### config.mk
export PLATFORM = sky130hd
export DESIGN_NAME = http_request_tokenizer_unit_flat
export DESIGN_NICKNAME = d
export VERILOG_FILES = /design/src/rtl/hrt_pkg.sv /design/src/rtl/hrt_cfg_if.sv /design/src/rtl/hrt_req_if.sv /design/src/rtl/hrt_rsp_if.sv /design/src/rtl/hrt_in_stage.sv /design/src/rtl/hrt_core.sv /design/src/rtl/hrt_out_stage.sv /design/src/rtl/http_request_tokenizer_unit.sv /design/src/flat_wrapper.sv
export SDC_FILE = /design/constraint.sdc
export NUM_CORES = 1
export LEC_CHECK = 0
export BUFFER_PORTS_ARGS = -buffer_cell sky130_fd_sc_hd__buf_2
export CORE_ASPECT_RATIO = 2
export CORE_UTILIZATION = 45
export CTS_CLUSTER_DIAMETER = 40
export DETAILED_ROUTE_END_ITERATION = 10
export GPL_TIMING_DRIVEN = 0
export HOLD_SLACK_MARGIN = 0.05
export PLACE_DENSITY = 0.71
export RECOVER_POWER = 50
export SYNTH_ARGS = -nofsm -noshare
export SYNTH_HDL_FRONTEND = slang
export SYNTH_SLANG_ARGS = --single-unit
### constraint.sdc
create_clock -name i_clk -period 12.59 [get_ports i_clk]
set_clock_uncertainty 0.2 [all_clocks]
set_input_delay 1.8885 -clock i_clk [delete_from_list [all_inputs] [get_ports i_clk]]
set_output_delay 1.8885 -clock i_clk [all_outputs]
set_load 0.02 [all_outputs]
### src/rtl/hrt_pkg.sv
package hrt_pkg;

    // Default widths
    localparam int OFFSET_BITS_DEF = 16;
    localparam int COUNT_BITS_DEF  = 8;

    // Token type codes
    localparam logic [2:0] TT_METHOD = 3'd0;
    localparam logic [2:0] TT_PATH   = 3'd1;
    localparam logic [2:0] TT_PROTO  = 3'd2;
    localparam logic [2:0] TT_KEY    = 3'd3;
    localparam logic [2:0] TT_VALUE  = 3'd4;
    localparam logic [2:0] TT_BODY   = 3'd5;

    // Register reset value
    localparam logic [7:0] CAPACITY_RST = 8'd255;

    // Input item held in the input register
    typedef struct packed {
        logic       valid;
        logic [7:0] data_byte;
        logic       is_last;
    } t_item;

    // One result
    typedef struct packed {
        logic        token_valid;
        logic [2:0]  token_type;
        logic [15:0] span_start;
        logic [15:0] span_end;
        logic [7:0]  slot_index;
        logic        request_done;
        logic        malformed;
        logic [7:0]  total_tokens;
    } t_rsp;

endpackage

### src/rtl/hrt_cfg_if.sv
interface hrt_cfg_if;
    logic       valid;
    logic       ready;
    logic [7:0] data;

    modport source (output valid, output data, input ready);
    modport sink (input valid, input data, output ready);
endinterface

### src/rtl/hrt_req_if.sv
interface hrt_req_if;
    logic       valid;
    logic       ready;
    logic [7:0] data_byte;
    logic       is_last;

    modport source (output valid, output data_byte, output is_last, input ready);
    modport sink (input valid, input data_byte, input is_last, output ready);
endinterface

### src/rtl/hrt_rsp_if.sv
interface hrt_rsp_if;
    logic        valid;
    logic        ready;
    logic        token_valid;
    logic [2:0]  token_type;
    logic [15:0] span_start;
    logic [15:0] span_end;
    logic [7:0]  slot_index;
    logic        request_done;
    logic        malformed;
    logic [7:0]  total_tokens;

    modport source (
        output valid, output token_valid, output token_type, output span_start,
        output span_end, output slot_index, output request_done, output malformed,
        output total_tokens, input ready
    );
    modport sink (
        input valid, input token_valid, input token_type, input span_start,
        input span_end, input slot_index, input request_done, input malformed,
        input total_tokens, output ready
    );
endinterface

### src/rtl/hrt_in_stage.sv
module hrt_in_stage (
    input  logic           i_clk,
    input  logic           i_rst_n,
    hrt_req_if.sink        i_req,
    input  logic           i_take,
    output hrt_pkg::t_item o_item
);

    logic       r_valid;
    logic [7:0] r_data_byte;
    logic       r_is_last;
    logic       w_load;

    // Register is free when empty or being drained this cycle
    assign w_load      = !r_valid || i_take;
    assign i_req.ready = w_load;

    always_ff @(posedge i_clk) begin
        if (!i_rst_n) begin
            r_valid <= 1'b0;
        end else if (w_load) begin
            r_valid <= i_req.valid;
        end
    end

    // Payload, no reset
    always_ff @(posedge i_clk) begin
        if (w_load && i_req.valid) begin
            r_data_byte <= i_req.data_byte;
            r_is_last   <= i_req.is_last;
        end
    end

    assign o_item.valid     = r_valid;
    assign o_item.data_byte = r_data_byte;
    assign o_item.is_last   = r_is_last;

endmodule

### src/rtl/hrt_core.sv
module hrt_core #(
    parameter int OFFSET_BITS = hrt_pkg::OFFSET_BITS_DEF,
    parameter int COUNT_BITS  = hrt_pkg::COUNT_BITS_DEF
) (
    input  logic           i_clk,
    input  logic           i_rst_n,
    hrt_cfg_if.sink        i_cfg,
    input  hrt_pkg::t_item i_item,
    input  logic           i_out_can_load,
    output logic           o_take,
    output logic           o_push,
    output hrt_pkg::t_rsp  o_rsp
);

    // Parse phases
    localparam logic [2:0] PH_METHOD = 3'd0;
    localparam logic [2:0] PH_PATH   = 3'd1;
    localparam logic [2:0] PH_PROTO  = 3'd2;
    localparam logic [2:0] PH_KEY    = 3'd3;
    localparam logic [2:0] PH_VALUE  = 3'd4;
    localparam logic [2:0] PH_BODY   = 3'd5;
    localparam logic [2:0] PH_BAD    = 3'd6;

    localparam logic [7:0] CH_SP    = 8'h20;
    localparam logic [7:0] CH_CR    = 8'h0D;
    localparam logic [7:0] CH_LF    = 8'h0A;
    localparam logic [7:0] CH_COLON = 8'h3A;

    localparam int SLOT_W = (COUNT_BITS > 8) ? COUNT_BITS : 8;
    localparam logic [OFFSET_BITS:0]   OFF_MAX = {1'b0, {OFFSET_BITS{1'b1}}};
    localparam logic [COUNT_BITS-1:0]  CNT_MAX = {COUNT_BITS{1'b1}};

    logic [2:0]             r_phase, n_phase;
    logic                   r_cr, n_cr;
    logic                   r_colon, n_colon;
    logic [OFFSET_BITS-1:0] r_field_begin, n_field_begin;
    logic [OFFSET_BITS:0]   r_pos, n_pos;
    logic [COUNT_BITS-1:0]  r_tokens, n_tokens;
    logic                   r_error, n_error;
    logic [7:0]             r_capacity;

    logic                   w_is_sp, w_is_lf, w_crlf;
    logic                   w_overlong;
    logic [OFFSET_BITS-1:0] w_pos_lo, w_pos_inc, w_pos_dec;
    logic                   w_take;
    logic [2:0]             w_type;
    logic [OFFSET_BITS-1:0] w_start, w_end;
    logic                   w_emit;
    logic                   w_last;
    logic                   w_has_result;
    logic                   w_fire;

    // Configuration register, always writable
    assign i_cfg.ready = 1'b1;

    always_ff @(posedge i_clk) begin
        if (!i_rst_n) begin
            r_capacity <= hrt_pkg::CAPACITY_RST;
        end else if (i_cfg.valid) begin
            r_capacity <= i_cfg.data;
        end
    end

    // Byte classification
    assign w_last    = i_item.is_last;
    assign w_is_sp   = (i_item.data_byte == CH_SP);
    assign w_is_lf   = (i_item.data_byte == CH_LF);
    assign w_crlf    = w_is_lf && r_cr;
    assign w_pos_lo  = r_pos[OFFSET_BITS-1:0];
    assign w_pos_inc = w_pos_lo + 1'b1;
    assign w_pos_dec = w_pos_lo - 1'b1;
    assign w_overlong = (r_phase != PH_BAD) && (r_pos >= OFF_MAX);

    // Phase step: at most one token per byte
    always_comb begin
        n_phase       = r_phase;
        n_field_begin = r_field_begin;
        n_error       = r_error;
        n_cr          = (i_item.data_byte == CH_CR);
        n_colon       = (i_item.data_byte == CH_COLON);
        w_take        = 1'b0;
        w_type        = hrt_pkg::TT_METHOD;
        w_start       = r_field_begin;
        w_end         = w_pos_lo;

        if (w_overlong) begin
            n_error = 1'b1;
            n_phase = PH_BAD;
        end else begin
            unique case (r_phase)
                PH_METHOD, PH_PATH: begin
                    if (w_is_sp) begin
                        w_take        = 1'b1;
                        w_type        = (r_phase == PH_METHOD) ? hrt_pkg::TT_METHOD
                                                               : hrt_pkg::TT_PATH;
                        n_field_begin = w_pos_inc;
                        n_phase       = r_phase + 3'd1;
                    end
                end
                PH_PROTO: begin
                    if (w_crlf) begin
                        w_take        = 1'b1;
                        w_type        = hrt_pkg::TT_PROTO;
                        w_end         = w_pos_dec;
                        n_field_begin = w_pos_inc;
                        n_phase       = PH_KEY;
                    end
                end
                PH_KEY: begin
                    if (w_crlf) begin
                        // Empty line ends the headers; CRLF inside a key is an error
                        if (({1'b0, r_field_begin} + 1'b1) == r_pos) begin
                            n_field_begin = w_pos_inc;
                            n_phase       = PH_BODY;
                        end else begin
                            n_error = 1'b1;
                            n_phase = PH_BAD;
                        end
                    end else if (w_is_sp && r_colon) begin
                        w_take        = 1'b1;
                        w_type        = hrt_pkg::TT_KEY;
                        w_end         = w_pos_dec;
                        n_field_begin = w_pos_inc;
                        n_phase       = PH_VALUE;
                    end
                end
                PH_VALUE: begin
                    if (w_crlf) begin
                        w_take        = 1'b1;
                        w_type        = hrt_pkg::TT_VALUE;
                        w_end         = w_pos_dec;
                        n_field_begin = w_pos_inc;
                        n_phase       = PH_KEY;
                    end
                end
                default: begin
                end
            endcase
        end

        // Body token on the last byte when non-empty
        if (w_last && (n_phase == PH_BODY) && ({1'b0, n_field_begin} <= r_pos)) begin
            w_take  = 1'b1;
            w_type  = hrt_pkg::TT_BODY;
            w_start = n_field_begin;
            w_end   = w_pos_inc;
        end
    end

    // Position and token count, both saturating
    assign n_pos    = (r_pos <= OFF_MAX) ? r_pos + 1'b1 : r_pos;
    assign n_tokens = (w_take && (r_tokens < CNT_MAX)) ? r_tokens + 1'b1 : r_tokens;
    assign w_emit   = w_take && (SLOT_W'(r_tokens) < SLOT_W'(r_capacity));

    // Result fields
    always_comb begin
        o_rsp              = '0;
        o_rsp.token_valid  = w_emit;
        o_rsp.request_done = w_last;
        if (w_emit) begin
            o_rsp.token_type = w_type;
            o_rsp.span_start = 16'(w_start);
            o_rsp.span_end   = 16'(w_end);
            o_rsp.slot_index = 8'(r_tokens);
        end
        if (w_last) begin
            o_rsp.malformed    = n_error || (n_phase != PH_BODY);
            o_rsp.total_tokens = 8'(n_tokens);
        end
    end

    // Item leaves the input register when it has no result or its result has room
    assign w_has_result = w_emit || w_last;
    assign w_fire       = i_item.valid && (!w_has_result || i_out_can_load);
    assign o_take       = w_fire;
    assign o_push       = w_fire && w_has_result;

    // State update; the last byte returns everything to the idle request state
    always_ff @(posedge i_clk) begin
        if (!i_rst_n) begin
            r_phase       <= PH_METHOD;
            r_cr          <= 1'b0;
            r_colon       <= 1'b0;
            r_field_begin <= '0;
            r_pos         <= '0;
            r_tokens      <= '0;
            r_error       <= 1'b0;
        end else if (w_fire) begin
            if (w_last) begin
                r_phase       <= PH_METHOD;
                r_cr          <= 1'b0;
                r_colon       <= 1'b0;
                r_field_begin <= '0;
                r_pos         <= '0;
                r_tokens      <= '0;
                r_error       <= 1'b0;
            end else begin
                r_phase       <= n_phase;
                r_cr          <= n_cr;
                r_colon       <= n_colon;
                r_field_begin <= n_field_begin;
                r_pos         <= n_pos;
                r_tokens      <= n_tokens;
                r_error       <= n_error;
            end
        end
    end

endmodule

### src/rtl/hrt_out_stage.sv
module hrt_out_stage (
    input  logic          i_clk,
    input  logic          i_rst_n,
    input  logic          i_push,
    input  hrt_pkg::t_rsp i_rsp,
    output logic          o_can_load,
    hrt_rsp_if.source     o_rsp
);

    logic          r_valid;
    hrt_pkg::t_rsp r_rsp;

    // Free when empty or the current request is being taken
    assign o_can_load = !r_valid || o_rsp.ready;

    always_ff @(posedge i_clk) begin
        if (!i_rst_n) begin
            r_valid <= 1'b0;
        end else if (i_push) begin
            r_valid <= 1'b1;
        end else if (o_rsp.ready) begin
            r_valid <= 1'b0;
        end
    end

    always_ff @(posedge i_clk) begin
        if (i_push) begin
            r_rsp <= i_rsp;
        end
    end

    assign o_rsp.valid        = r_valid;
    assign o_rsp.token_valid  = r_rsp.token_valid;
    assign o_rsp.token_type   = r_rsp.token_type;
    assign o_rsp.span_start   = r_rsp.span_start;
    assign o_rsp.span_end     = r_rsp.span_end;
    assign o_rsp.slot_index   = r_rsp.slot_index;
    assign o_rsp.request_done = r_rsp.request_done;
    assign o_rsp.malformed    = r_rsp.malformed;
    assign o_rsp.total_tokens = r_rsp.total_tokens;

endmodule

### src/rtl/http_request_tokenizer_unit.sv
// A byte accepted into the input register passes through the step logic into the result register on o_rsp.
// Throughput: one byte per cycle; stalls only when a result waits on a full output register.
// The per-byte state update (phase, offsets, count) sits between input and output registers.
// Reset: synchronous, active low; clears parse state, empties both registers,
// and sets token_capacity to 255.
module http_request_tokenizer_unit #(
    parameter int OFFSET_BITS = hrt_pkg::OFFSET_BITS_DEF,
    parameter int COUNT_BITS  = hrt_pkg::COUNT_BITS_DEF
) (
    input  logic      i_clk,
    input  logic      i_rst_n,
    hrt_cfg_if.sink   i_cfg,
    hrt_req_if.sink   i_req,
    hrt_rsp_if.source o_rsp
);

    hrt_pkg::t_item w_item;
    hrt_pkg::t_rsp  w_rsp;
    logic           w_take;
    logic           w_push;
    logic           w_can_load;

    // Input register
    hrt_in_stage u_in_stage (
        .i_clk   (i_clk),
        .i_rst_n (i_rst_n),
        .i_req   (i_req),
        .i_take  (w_take),
        .o_item  (w_item)
    );

    // Tokenizer state and step logic
    hrt_core #(
        .OFFSET_BITS (OFFSET_BITS),
        .COUNT_BITS  (COUNT_BITS)
    ) u_core (
        .i_clk          (i_clk),
        .i_rst_n        (i_rst_n),
        .i_cfg          (i_cfg),
        .i_item         (w_item),
        .i_out_can_load (w_can_load),
        .o_take         (w_take),
        .o_push         (w_push),
        .o_rsp          (w_rsp)
    );

    // Result register
    hrt_out_stage u_out_stage (
        .i_clk      (i_clk),
        .i_rst_n    (i_rst_n),
        .i_push     (w_push),
        .i_rsp      (w_rsp),
        .o_can_load (w_can_load),
        .o_rsp      (o_rsp)
    );

endmodule

### src/flat_wrapper.sv
// flat-port wrapper written by rule: the top's interface ports become plain ports
module http_request_tokenizer_unit_flat 
#(
    parameter int OFFSET_BITS = hrt_pkg::OFFSET_BITS_DEF,
    parameter int COUNT_BITS  = hrt_pkg::COUNT_BITS_DEF
)
  (i_clk, i_rst_n, i_cfg_valid, i_cfg_data, i_cfg_ready, i_req_valid, i_req_data_byte, i_req_is_last, i_req_ready, o_rsp_valid, o_rsp_token_valid, o_rsp_token_type, o_rsp_span_start, o_rsp_span_end, o_rsp_slot_index, o_rsp_request_done, o_rsp_malformed, o_rsp_total_tokens, o_rsp_ready);
  hrt_cfg_if i_cfg_i ();
  hrt_req_if i_req_i ();
  hrt_rsp_if o_rsp_i ();
  input  logic i_clk;
  input  logic i_rst_n;
  input wire logic [$bits(i_cfg_i.valid)-1:0] i_cfg_valid;
  input wire logic [$bits(i_cfg_i.data)-1:0] i_cfg_data;
  output wire logic [$bits(i_cfg_i.ready)-1:0] i_cfg_ready;
  input wire logic [$bits(i_req_i.valid)-1:0] i_req_valid;
  input wire logic [$bits(i_req_i.data_byte)-1:0] i_req_data_byte;
  input wire logic [$bits(i_req_i.is_last)-1:0] i_req_is_last;
  output wire logic [$bits(i_req_i.ready)-1:0] i_req_ready;
  output wire logic [$bits(o_rsp_i.valid)-1:0] o_rsp_valid;
  output wire logic [$bits(o_rsp_i.token_valid)-1:0] o_rsp_token_valid;
  output wire logic [$bits(o_rsp_i.token_type)-1:0] o_rsp_token_type;
  output wire logic [$bits(o_rsp_i.span_start)-1:0] o_rsp_span_start;
  output wire logic [$bits(o_rsp_i.span_end)-1:0] o_rsp_span_end;
  output wire logic [$bits(o_rsp_i.slot_index)-1:0] o_rsp_slot_index;
  output wire logic [$bits(o_rsp_i.request_done)-1:0] o_rsp_request_done;
  output wire logic [$bits(o_rsp_i.malformed)-1:0] o_rsp_malformed;
  output wire logic [$bits(o_rsp_i.total_tokens)-1:0] o_rsp_total_tokens;
  input wire logic [$bits(o_rsp_i.ready)-1:0] o_rsp_ready;
  assign i_cfg_i.valid = i_cfg_valid;
  assign i_cfg_i.data = i_cfg_data;
  assign i_cfg_ready = i_cfg_i.ready;
  assign i_req_i.valid = i_req_valid;
  assign i_req_i.data_byte = i_req_data_byte;
  assign i_req_i.is_last = i_req_is_last;
  assign i_req_ready = i_req_i.ready;
  assign o_rsp_valid = o_rsp_i.valid;
  assign o_rsp_token_valid = o_rsp_i.token_valid;
  assign o_rsp_token_type = o_rsp_i.token_type;
  assign o_rsp_span_start = o_rsp_i.span_start;
  assign o_rsp_span_end = o_rsp_i.span_end;
  assign o_rsp_slot_index = o_rsp_i.slot_index;
  assign o_rsp_request_done = o_rsp_i.request_done;
  assign o_rsp_malformed = o_rsp_i.malformed;
  assign o_rsp_total_tokens = o_rsp_i.total_tokens;
  assign o_rsp_i.ready = o_rsp_ready;
  http_request_tokenizer_unit #(.OFFSET_BITS(OFFSET_BITS), .COUNT_BITS(COUNT_BITS)) u_core (.i_clk(i_clk), .i_rst_n(i_rst_n), .i_cfg(i_cfg_i), .i_req(i_req_i), .o_rsp(o_rsp_i));
endmodule
; ---- After elaboration in Yosys (flattened, before gate mapping)
; Cells that the tools add are included.
[totals]
regBits = 120
input_bits = 22
output_inout_bits = 57
elab_cells = 122
[classes]
add_sub_neg = 6
order_cmp = 5
n_eq_ne = 12
mux = 52
n_bitwise = 1
n_reduce_logical = 25
[op_table]
columns = operator, count
row1 = 16-bit two-way mux, 13
row2 = 16-bit case mux with 3 select lines, 1
row3 = 17-bit two-way mux, 2
row4 = 16-bit case mux with 2 select lines, 1
row5 = 3-bit two-way mux, 9
row6 = "16-bit by 1-bit adder with 17-bit output, second input constant", 1
row7 = "17-bit by 1-bit adder with 17-bit output, second input constant", 1
row8 = 17-bit equality test, 1
row9 = "17-bit by 16-bit greater-or-equal comparator with 1-bit output, second input constant", 1
row10 = 16-bit by 17-bit <= comparator with 1-bit output, 1
row11 = "17-bit by 16-bit <= comparator with 1-bit output, second input constant", 1
row12 = 1-bit two-way mux, 17
row13 = "16-bit by 1-bit adder with 16-bit output, second input constant", 1
row14 = "8-bit by 4-bit equality test with 1-bit output, second input constant", 2
row15 = "8-bit by 6-bit equality test with 1-bit output, second input constant", 2
row16 = 8-bit two-way mux, 2
row17 = "16-bit by 1-bit subtractor with 16-bit output, second input constant", 1
row18 = 3-bit case mux with 4 select lines, 1
row19 = 1-bit logical AND, 10
row20 = 3-bit case mux with 3 select lines, 1
row21 = "8-bit by 1-bit adder with 8-bit output, second input constant", 1
row22 = 8-bit < comparator, 1
row23 = "8-bit < comparator, second input constant", 1
row24 = 2-bit two-way mux, 4
row25 = other kinds (14), 25

; ---- Longest topological paths before layout
[depth]
ltp_word = 17
ltp_mapped = 29
mapped_depth_nobuf = 26

; ---- By module
; From an unflattened synthesis, not the netlist that was laid out.
[hier_totals]
hier_cells = 955
area_unflattened_um2 = 8152.8
[by_module_without_submodules]
columns = module, instances, cells_per_inst, area_per_inst_um2, seq_area_each_um2
row1 = hrt_core, 1, 881, 6139.6, 1101.1
row2 = hrt_out_stage, 1, 58, 1670.4, 1641.6
row3 = hrt_in_stage, 1, 16, 342.8, 290.3

; ---- Worst setup path after synthesis
; OpenSTA, ideal clock, no wires.
[synth_timing]
path_kind = reg-to-reg
from = register u_core.u_core.r_pos[1]
to = register u_core.u_out_stage.r_rsp (netlist bit u_core.u_out_stage.o_rsp.malformed), enable pin
setup_ns = 0.484
t_arrival_ns = 7.419
required_time_ns = 11.906
setup_slack_ns = 4.487
stages_incl_launch_ff = 27
path_buffers = 3
synth_period_minus_slack_ns = 8.103
cell_sequence = dfxtp_1 -> ha_1 -> clkbuf_1 -> nand2_1 -> nor2_1 -> nand2_1 -> nor2_1 -> ha_1 -> nor2_1 -> o21ai_0 -> a32oi_1 -> nand2_1 -> a21oi_1 -> o21ai_1 -> buf_2 -> a22oi_1 -> inv_1 -> ha_1 -> a21oi_1 -> nand2_1 -> a2111oi_0 -> a32oi_1 -> nand4bb_4 -> a31oi_4 -> o21ai_2 -> clkbuf_1 -> a21oi_1
[synth_via]
elab_chain_len = 15
word_cells_on_any_way = 27
classes_between = add/sub (1) / order compare (2) / eq/ne (2) / mux (13) / reduce/logical (9)
[synth_lines]
columns = element, line_no
row1 = "start, declared", hrt_core.sv:37  ; logic [OFFSET_BITS:0] r_pos, n_pos;
row2 = "start signal, assigned", hrt_core.sv:202  ; r_pos <= n_pos;
row3 = "parallel branches: the longest is 8 deep, another holds 16-bit by 17-bit <= comparator with 1-bit output", --
row4 = 1-bit two-way mux (*), hrt_core.sv:142  ; if (w_last && (n_phase == PH_BODY) && ({1'b0, n_field_begin} <= r_pos)) begin
row5 = 1-bit logical AND (*), hrt_core.sv:153  ; assign w_emit = w_take && (SLOT_W'(r_tokens) < SLOT_W'(r_capacity));
row6 = 1-bit logical OR (*), hrt_core.sv:173  ; assign w_has_result = w_emit || w_last;
row7 = 1-bit zero test, hrt_core.sv:174  ; assign w_fire = i_item.valid && (!w_has_result || i_out_can_load);
row8 = 1-bit logical OR, hrt_core.sv:174
row9 = 1-bit logical AND, hrt_core.sv:174
row10 = 1-bit logical AND (*), hrt_core.sv:176  ; assign o_push = w_fire && w_has_result;
row11 = via u_core.u_core.o_push, hrt_core.sv:11  ; output logic o_push,
row12 = "end signal, assigned", hrt_out_stage.sv:28  ; r_rsp <= i_rsp;
row13 = "end, declared", hrt_out_stage.sv:11  ; hrt_pkg::t_rsp r_rsp;
; Mark *: on every way through the listed nets, which the timed path passes.
; A chain may end at the register's enable or synchronous reset.

; ---- Final worst setup path
[layout_timing]
from = register u_core.u_core.r_pos[1]
to = output i_req_ready
[layout_via]
elab_chain_len = 15
word_cells_on_any_way = 27
classes_between = add/sub (1) / order compare (2) / eq/ne (2) / mux (13) / reduce/logical (9)
[layout_lines]
columns = element, line_no
row1 = "parallel branches: the longest is 8 deep, another holds 16-bit by 17-bit <= comparator with 1-bit output", --
row2 = 1-bit two-way mux (*), hrt_core.sv:142
row3 = 1-bit logical AND (*), hrt_core.sv:153
row4 = 1-bit logical OR (*), hrt_core.sv:173
row5 = 1-bit zero test (*), hrt_core.sv:174
row6 = 1-bit logical OR (*), hrt_core.sv:174
row7 = 1-bit logical AND (*), hrt_core.sv:174
row8 = 1-bit logical OR (*), hrt_in_stage.sv:15  ; assign w_load = !r_valid || i_take;
row9 = "end, declared", flat_wrapper.sv:19  ; output wire logic [$bits(i_req_i.ready)-1:0] i_req_ready;
; Mark *: on every way between the ends.

==> run_results.csv <==
group,metric,value,unit
status,outcome,"finished clean",
finish,finalInstanceArea,8848,um2
critical_path,cp_common_cell,"nor2_1",
floorplan,die_w,94.48,um
cts,cts_setup_buffers,0,
pwr,p_sw,246.9,uW
drt,drt_iter0_drc,647,
logic_synthesis,ys_seq_elements,120,
global_routing,grt_pass1_wl,39300,um
critical_path,reg2reg_depth,27,
pwr,p_seq_share,43.4,%
finish,diodes,0,
cts,clkTransAtPathRegs,60,ps
global_routing,grt_pass1_vias,7125,
sta,relSlewSlack,6.922,%
critical_path,reg2reg_slack,2890,ps
sta,fmax,94.00,MHz
logic_synthesis,synth-async-reset-ratio,0,%
drt,vias_per_cell,6.261,
critical_path,cp-end-kind,"primary output",
placement,place_area,8367,um2
critical_path,slowest_delay,880,ps
finish,drive_gt1_share,10.80,%
sta,timing.setup.tns,0,ps
cts,cts_root_buf,"clkbuf_16",
critical_path,cp-start-kind,"flip-flop",
logic_synthesis,seq_area_frac_synth,39.41,%
pwr,p_sw_share,25.29,%
min_path,hold_path_startpoint,"u_core.u_core.r_cr",
pwr,power,976.3,uW
drt,route.detailed.wl_per_inst,21.72,um
drt,dr.pass1.iters,5,
floorplan,die_h,186.9,um
global_routing,grt_max_degree,29,
logic_synthesis,synth_common_cells,"nand2_1 (77), nor2_1 (64), edfxtp_1 (63), dfxtp_1 (57), a21oi_1 (53)",
logic_synthesis,syn_inst,863,
finish,final_core_util,52.78,%
cts,cts_hold_buf,0,
global_routing,grt_usage,30.11,%
finish,area_growth,14.97,%
critical_path,startpoint,"u_core.u_core.r_pos[1]",
logic_synthesis,synth_top_area_share,24.58,%
pwr,peakVddDrop,104.1,uV
cts,clockBufferDepth,2,
sta,period_share,84.50,%
logic_synthesis,synth-edff-count,63,
pwr,power.leakage,3.159,nW
critical_path,critPathBufInv,4,
logic_synthesis,synthesis.nets,917,
pwr,power.share.clock,51.8,%
pwr,p_comb_share,4.8,%
sta,drv_slew,0,
pwr,p_per_area,110.3,nW/um2
cts,cts.sinks,120,
floorplan,start_util,45.90,%
logic_synthesis,synth_area,7696,um2
logic_synthesis,ys_types,85,
sta,tightest_slew,1382,ps
placement,gp_congestion,0.9765,
logic_synthesis,synth.area.top_cells,"edfxtp_1 (25%), dfxtp_1 (15%), ha_1 (5.2%)",
critical_path,cp_top_family,"compound AO/OA/AOI/OAI gates",
sta,hold_viol_final,0,
finish,nets,1013,
drt,drt-total-wl,25610,um
placement,place_hpwl,19060,um
critical_path,worstPathRequired,10500,ps
critical_path,critPathKind,"flip-flop to primary output",
placement,port_buffers,76,
logic_synthesis,synth-main-ff-cell,"edfxtp_1",
logic_synthesis,syn_area_per_cell,8.918,um2
drt,drcViolationCount,0,
logic_synthesis,yosysWarnings,0,
floorplan,die-area,17660,um2
sta,setup_violations,0,
global_routing,grt-ovfl-total,0,
global_routing,antenna_found_initial,0,
cts,htree_levels,4,
sta,min_period,10640,ps
floorplan,io_pins,79,
cts,ctsResizeCount,0,
floorplan,core,16770,um2
min_path,hold_path.class,"flip-flop to flip-flop",
logic_synthesis,yosysTopAreaCell,"edfxtp_1",
cts,cts_tree,"yes",
critical_path,critPathArrivalTime,8550,ps
cts,cts_buffers,17,
logic_synthesis,synth_most_common_cell,"nand2_1",
min_path,whs_endpoint,"u_core.u_core.r_cr",
critical_path,crit_slowest_cell,"a31oi_1",
drt,via_count,7382,
flow_run,max_cap_violations,0,
drt,ant_nets,0,
min_path,holdPathStages,2,
critical_path,timing.rr.end,"u_core.u_out_stage.o_rsp.span_start[2]",
pwr,p_int,729.4,uW
cts,worstSkewPairLatency,440,ps
critical_path,cp_max_fo,10,
critical_path,regToRegStartpoint,"u_core.u_core.r_pos[1]",
sta,rsz0062_at_grt,"false",
floorplan,row_count,67,
[layout make-up]
cell class                      instances  area, um2
Multi-Input combinational cell        635       4188
Clock buffer                           18      429.2
Buffer                                 62      271.5
Timing Repair Buffer                   77      330.3
Fill cell                            1629       7918
Tap cell                              207      259.0
Clock inverter                         14      165.2
Sequential cell                       120       3033
Inverter                               46      172.7
[registers in the layout, summed over array words and instances, names as in the netlist, 3 cells and up]
signal,count
u_core.u_out_stage.o_rsp.span_start,16
u_core.u_in_stage.r_data_byte,8
u_core.u_out_stage.o_rsp.token_type,3
u_core.u_core.r_capacity,8
u_core.u_core.r_phase,3
u_core.u_core.r_pos,17
u_core.u_out_stage.o_rsp.span_end,16
u_core.u_out_stage.o_rsp.slot_index,8
u_core.u_out_stage.o_rsp.total_tokens,8
u_core.u_core.r_field_begin,16
u_core.u_core.r_tokens,8
[routing by layer]
metal  GRT usage, %  part of all wire, %  vias up  wire, um
met3          5.610                  5.5      113      1399
met1          30.92                   35     3508      8955
met5              0                    0        -         0
met2          52.34                   52      350     13300
li1               -                    -     3411         -
met4          22.84                  7.6        0      1955
[stage by stage]
| stage | setup slack (ps) | std cells | hold slack, ps |
|---|---|---|---|
| floorplan | 4487 | 863 | 240.7 |
| global placement | 1106 | 1146 | 262.3 |
| detailed placement | 3548 | 1147 | 272.5 |
| CTS | 3021 | 1179 | 279.4 |
| global route | 1492 | 1179 | 306.2 |
| finish | 1952 | 1179 | 277.6 |
[placed cells by master, fill, tap and decap left out, drive strengths merged, types with 6 or more instances in the layout]
cell type  count
and2          12
inv           50
ha            32
clkinv         6
xor2           9
dfxtp         57
and3           9
a32o          12
xnor2         35
nand2b        10
or3           23
a21oi         55
mux2i          6
nor4          10
nand4         17
a22oi         16
a22o          15
o21ai         53
o211ai        14
clkbuf       109
nand3         25
nor2          65
a31oi          8
edfxtp        63
nor3          26
buf           48
a211oi        17
nand2         77
[power by group through the flow]
stage          clock, mW  combinational, mW  sequential (mW)
6_report           0.506             0.0471            0.424
2_1_floorplan          0             0.0236            0.438
3_5_place_dp           0             0.0481            0.432
3_3_place_gp           0             0.0467            0.432
5_1_grt            0.522             0.0510            0.424
4_1_cts            0.509             0.0484            0.423
[cell families after synthesis]
kind of cell,synth area share (%)
compound gates,23.25
xor+xnor,5.007
fa+ha+maj,5.202
buf+inv,5.836
flops,39.41
mux,0.9267
other cells,0.04873
simple gates,20.32
[worst max-delay path by stage]
stage	to	slack (ps)	cells after the start
floorplan	u_core.u_out_stage.o_rsp.malformed	4490	26
global placement	u_core.u_out_stage.o_rsp.token_type[1]	1110	26
detailed placement	i_req_ready	3550	26
CTS	i_req_ready	3020	26
global route	i_req_ready	1490	26
finish	i_req_ready	1950	26
[tightest hold or removal path: stages, from the launching register on]
cell and delay (ps):
dfxtp_1 320, nand2_1 60, a21oi_1 50
No activity file was read; power rests on OpenSTA's default activity.
